--- src/hw/rtl/sws_divider.sv ---
`default_nettype none
// Restoring divider: magnitude of a 50-bit dividend over an 11-bit divisor,
// one quotient bit per cycle, sign restored at the end (truncation toward zero).
module sws_divider (
   input  wire logic        clock,
   input  wire logic        reset,
   input  wire logic        start,
   input  wire logic [49:0] dividend,
   input  wire logic [10:0] divisor,
   output logic             done,
   output logic [39:0]      quotient
);

   logic [5:0]  step_ff, step_in;
   logic        busy_ff, busy_in;
   logic        neg_ff, neg_in;
   logic [49:0] quo_ff, quo_in;
   logic [11:0] rem_ff, rem_in;
   logic [10:0] den_ff, den_in;
   logic        done_ff, done_in;
   logic [11:0] trial;
   logic [49:0] magnitude;
   logic [49:0] signed_quo;

   assign magnitude = dividend[49] ? (~dividend + 50'd1) : dividend;
   assign trial = {rem_ff[10:0], quo_ff[49]};
   assign signed_quo = neg_ff ? (~quo_ff + 50'd1) : quo_ff;

   // One quotient bit per cycle.
   always_comb begin
      step_in = step_ff;
      busy_in = busy_ff;
      neg_in = neg_ff;
      quo_in = quo_ff;
      rem_in = rem_ff;
      den_in = den_ff;
      done_in = 1'b0;
      if (start) begin
         busy_in = 1'b1;
         step_in = 6'd0;
         neg_in = dividend[49];
         quo_in = magnitude;
         rem_in = 12'd0;
         den_in = divisor;
      end else if (busy_ff) begin
         if (trial >= {1'b0, den_ff}) begin
            rem_in = trial - {1'b0, den_ff};
            quo_in = {quo_ff[48:0], 1'b1};
         end else begin
            rem_in = trial;
            quo_in = {quo_ff[48:0], 1'b0};
         end
         step_in = step_ff + 6'd1;
         if (step_ff == 6'd49) begin
            busy_in = 1'b0;
            done_in = 1'b1;
         end
      end
   end

   always_ff @(posedge clock) begin
      if (reset) begin
         busy_ff <= 1'b0;
         done_ff <= 1'b0;
      end else begin
         busy_ff <= busy_in;
         done_ff <= done_in;
      end
      step_ff <= step_in;
      neg_ff <= neg_in;
      quo_ff <= quo_in;
      rem_ff <= rem_in;
      den_ff <= den_in;
   end

   assign done = done_ff;
   assign quotient = signed_quo[39:0];

endmodule
`default_nettype wire

--- config.mk ---
export PLATFORM = sky130hd
export DESIGN_NAME = sws_divider
export DESIGN_NICKNAME = d
export VERILOG_FILES = /design/src/hw/rtl/sws_divider.sv
export SDC_FILE = /design/constraint.sdc
export NUM_CORES = 1
export LEC_CHECK = 0
export ABC_AREA = 1
export CAP_MARGIN = 20
export CORE_ASPECT_RATIO = 1.4
export CORE_UTILIZATION = 55
export DETAILED_ROUTE_END_ITERATION = 7
export DONT_BUFFER_PORTS = 1
export HOLD_SLACK_MARGIN = 0.1
export PLACE_DENSITY = 0.76
export SLEW_MARGIN = 20
export SYNTH_ARGS = -nofsm -noshare
export SYNTH_HDL_FRONTEND = slang
export SYNTH_SLANG_ARGS = --single-unit
--- constraint.sdc ---
create_clock -name clock -period 2.4 [get_ports clock]
set_input_delay 0.24 -clock clock [delete_from_list [all_inputs] [get_ports clock]]
set_output_delay 0.24 -clock clock [all_outputs]
set_load 0.01 [all_outputs]
# Word-level counts from Yosys, hierarchy flattened
# Index checks and enable logic that the tools add are counted.
[op_classes] addsub=4 magnitude_cmp=1 eq_ne=1 muxes=10 bitwise_logic=3 n_reduce_logical=2
[op_table] operator="$mux W50" n=3
[op_table] operator="$add A50 B1 Y50 const B" n=1
[op_table] operator="$not A50 Y50" n=1
[op_table] operator="$add A40 B1 Y40 const B" n=1
[op_table] operator="$mux W40" n=1
[op_table] operator="$not A40 Y40" n=1
[op_table] operator="$ge A12 B11 Y1" n=1
[op_table] operator="$mux W11" n=1
[op_table] operator="$sub A11 B11 Y11" n=1
[op_table] operator="$add A6 B1 Y6 const B" n=1
[op_table] operator="$eq A6 B6 Y1 const B" n=1
[op_table] operator="$mux W1" n=5
[op_table] operator="$reduce_or A3 Y1" n=1
[op_table] operator="$reduce_bool A2 Y1" n=1
[op_table] operator="$not A1 Y1" n=1
[totals] ff_bits=81 inputBits=64 out_inout_bits=41 wordCells=28

# Longest topological paths before layout
[logic_depth] depth_word=4 depth_mapped=12 ltp_nobuf=12

# Least setup slack after synthesis
# No wires, ideal clock.
[synth_path] path_type="reg2reg" startpoint="register busy_ff" endpoint="register quo_ff[0], enable pin" setup_time_ns=0.407 t_arrival_ns=1.735 t_required_ns=1.993 slack_ns=0.258 stages_incl_launch_ff=4 path_buffers=1 synth_period_minus_slack_ns=2.142 path_cell_list="dfxtp_1 -> clkbuf_1 -> nor2_1 -> inv_1"
[synth_via] elab_chain_cells=1
[synth_lines] element="start: declaration" line_no="15" source="logic busy_ff, busy_in;"
[synth_lines] element="start signal: assignment" line_no="66" source="busy_ff <= busy_in;"
[synth_lines] element="$reduce_bool A2 Y1 (no source line)"
[synth_lines] element="end signal: assignment" line_no="71" source="quo_ff <= quo_in;"
[synth_lines] element="end: declaration" line_no="17" source="logic [49:0] quo_ff, quo_in;"
# Every way passes these cells.
# A chain may end at the register's enable or synchronous reset.

# Worst setup path after layout
[layout_path] startpoint="register quo_ff[1]" endpoint="output quotient[32]"
[layout_via] elab_chain_cells=3
[layout_lines] element="$not A40 Y40" line_no="27" source="assign signed_quo = neg_ff ? (~quo_ff + 50'd1) : quo_ff;"
[layout_lines] element="$add A40 B1 Y40" line_no="27"
[layout_lines] element="$mux W40" line_no="27"
[layout_lines] element="end: declaration" line_no="11" source="output logic [39:0] quotient"
# Every way passes these cells.

==> impl_metrics.json <==
{
  "numPortBuffers": 0,
  "fin_crit_sh_pct": 100.8,
  "wl_per_cell_um": 16.63,
  "worst_slew_margin_rel_pct": 34.55,
  "rsz0062_at_grt": "true",
  "wirelength_um": 19800,
  "die_y_um": 133.4,
  "place_ws_ps": 171.9,
  "core_area_sq_um": 11940,
  "synth_most_common_cell": "nand2_1",
  "nets": 1119,
  "ys_ff_latch": 81,
  "grt_pass1_vias": 6388,
  "grt_antenna_before_repair": 0,
  "cap_viol_max_count": 0,
  "hold_viol": 0,
  "power_density_nw_per_um2": 545.0,
  "via_per_inst": 5.665,
  "ys_async_sr_fraction_pct": 0,
  "dieWidth_um": 95.88,
  "syn-num-nets": 1092,
  "worst-setup-path-type": "reg2out",
  "finalWeightedCongestion": 0.9298,
  "synth-warning-count": 0,
  "clock_sinks": 81,
  "violations": "negative setup slack",
  "clk_latency_ps": 340,
  "synth_seq_area_share_pct": 33.04,
  "layout_setup_ws_ps": -18.63,
  "grt_overflow": 0,
  "clk_pin_slew_ps": 60,
  "synth_top_area_share_pct": 27.43,
  "endpoint": "quotient[32]",
  "cts_tree": "yes",
  "worst_slew_pin_slew_ps": 978.5,
  "clock_skew_ps": 3.379,
  "synthAdderAreaFrac_pct": 3.060,
  "grt_first_pass_wirelength_um": 30340,
  "drv_slew": 0,
  "cp-start-kind": "flop",
  "reg2reg_slack_ps": 260,
  "cts-htree-levels": 3,
  "synthTopCellsByCount": "nand2_1 (295), nor2_1 (139), inv_1 (112)",
  "rr_endpoint": "rem_ff[0]$_SDFFE_PP0P_",
  "status": "complete, but fails checks",
  "whs_ps": 147.2,
  "syn_area_sq_um": 6787,
  "worstPathArrival_ps": 2180,
  "cp-startpoint": "quo_ff[1]$_DFFE_PP_",
  "drive_gt1_share_pct": 9.004,
  "synth_cell_types": 40,
  "synth_area_per_cell_sq_um": 6.706,
  "syn_inst": 1012,
  "synth_top_family_by_area": "simple AND/OR/NAND/NOR gates",
  "rows": 47,
  "setup_violations": 1,
  "r2r-start": "quo_ff[49]$_DFFE_PP_",
  "yosys.area.top_type": "edfxtp_1",
  "drt-initial-drc-count": 455,
  "vias": 6747,
  "ys_top_cells_by_area": "edfxtp_1 (27%), nand2_1 (16%), nor2_1 (7.7%)",
  "root_buffer": "clkbuf_16",
  "yosys.area_share.simple_pct": 40.19,
  "dp_hpwl_um": 15050,
  "dieArea_sq_um": 12790,
  "synthFlopType": "edfxtp_1",
  "pin_count": 105,
  "final_antenna_net_count": 0,
  "drc_errors": 0,
  "numCtsBuffers": 9,
  "hp-class": "in2reg",
  "syn2layout_area_growth_pct": 12.76,
  "grt_use_total_pct": 31.53,
  "drt-pass1-iter-count": 6,
  "cp.required_ps": 2160,
  "vdd_drop_max_uv": 386.5,
  "cp_max_fo": 5,
  "end_kind": "output pin",
  "max_freq_mhz": 413.5,
  "p_leak_nw": 3.321,
  "min_from": "start",
  "num_antenna_cells": 0,
  "synth_compound_area_share_pct": 8.315,
  "synth_edf_count": 62,
  "cts_buffer_depth": 2,
  "synth_mux_area_share_pct": 0,
  "fin_crit_ps": 2419,
  "synth-xor-area-share_pct": 7.485,
  "initial_core_util_pct": 56.85,
  "reg2reg_depth": 9,
  "grt_max_degree": 54
}
[registers in the layout (all words and copies together), names as in the netlist]
name and flops:
busy_ff 1, done 1, neg_ff 1, quo_ff 50, step_ff 6, den_ff 11, rem_ff 11
[cell families after synthesis]
kind of cell             count (synthesis)
AND/OR/NAND/NOR                        617
buffers and inverters                  138
AO/OA/AOI/OAI                          102
flip-flops                              81
XOR/XNOR                                58
adder cells (fa/ha/maj)                 16
[layout by cell type, fill, tap and decap left out, types with 5 or more instances in the layout]
master,count
nand4_1,32
nand2_1,293
o21ai_0,60
nand2_2,5
nand3_1,99
edfxtp_1,62
nand3b_1,9
nor3_1,15
dlygate4sd3_1,14
nand3_2,5
nor2_1,129
ha_1,14
clkbuf_16,9
xor2_1,39
a21oi_1,20
buf_4,26
inv_1,108
o211ai_1,5
o21ai_2,6
nor2_2,10
dfxtp_1,19
xnor2_1,15
[metrics by stage]
| stage | setup TNS (ps) | util [%] | instances | cell area [sq um] | power [mW] |
|---|---|---|---|---|---|
| floorplan | 0 | - | 1012 | 6787 | 2.463 |
| global placement | 0 | 58.69 | 1150 | 7007 | 2.683 |
| finish | -18.63 | 64.10 | 1191 | 7652 | 4.171 |
| global route | -265.2 | 64.10 | 1191 | 7652 | 4.349 |
| CTS | -64.53 | 62.77 | 1181 | 7493 | 4.125 |
| detailed placement | 0 | 58.69 | 1150 | 7007 | 2.696 |
[routing by layer]
metal	vias to the layer above	share of wire (%)	wire, um	GRT usage (%)
met4	0	5.1	1004	16.83
li1	3377	-	-	-
met3	56	6.1	1204	5.479
met1	3068	38	7462	35.24
met2	246	51	10130	55.63
met5	-	0	0	0
[how the worst min path moves through the flow]
stage,end,slack (ps),depth (start not counted)
after detailed placement,busy_ff$_SDFF_PP0_,310,1
after floorplan,busy_ff$_SDFF_PP0_,310,1
after global placement,busy_ff$_SDFF_PP0_,310,1
final,quo_ff[1]$_DFFE_PP_,150,1
after CTS,quo_ff[41]$_DFFE_PP_,120,2
after global routing,quo_ff[47]$_DFFE_PP_,140,2
[repair_timing]
item                                    4_1_cts  5_1_grt
setup buffers                                 1       10
resized for setup                             9       25
hold buffers                                 14        0
endpoints found under the hold margin        30        0
endpoints found under the setup margin        9       22
pin swaps                                     0        7
[power breakdown]
part	internal (mW)	leakage (nW)	switching [mW]
clock network	0.860	0.150	0.537
registers	1.67	0.784	0.106
logic	0.341	2.39	0.661
total	2.87	3.32	1.30
[worst max-delay path, stage by stage (launching register included)]
cell and delay [ps]:
edfxtp_1 420, inv_2 120, ha_4 160, inv_4 40, nor3_4 220, nand2_1 110, inv_1 80, nand4_1 170
xor2_1 210, o21ai_1 160, buf_4 150
[layout make-up]
class,instances,area [sq um]
Inverter,112,422.9
Multi-Input combinational cell,793,4128
Clock inverter,3,40.04
Clock buffer,13,260.3
Sequential cell,81,2242
Tap cell,147,183.9
Fill cell,1113,4285
Timing Repair Buffer,42,375.4
Note: power is estimated with default switching activity, not from simulation.
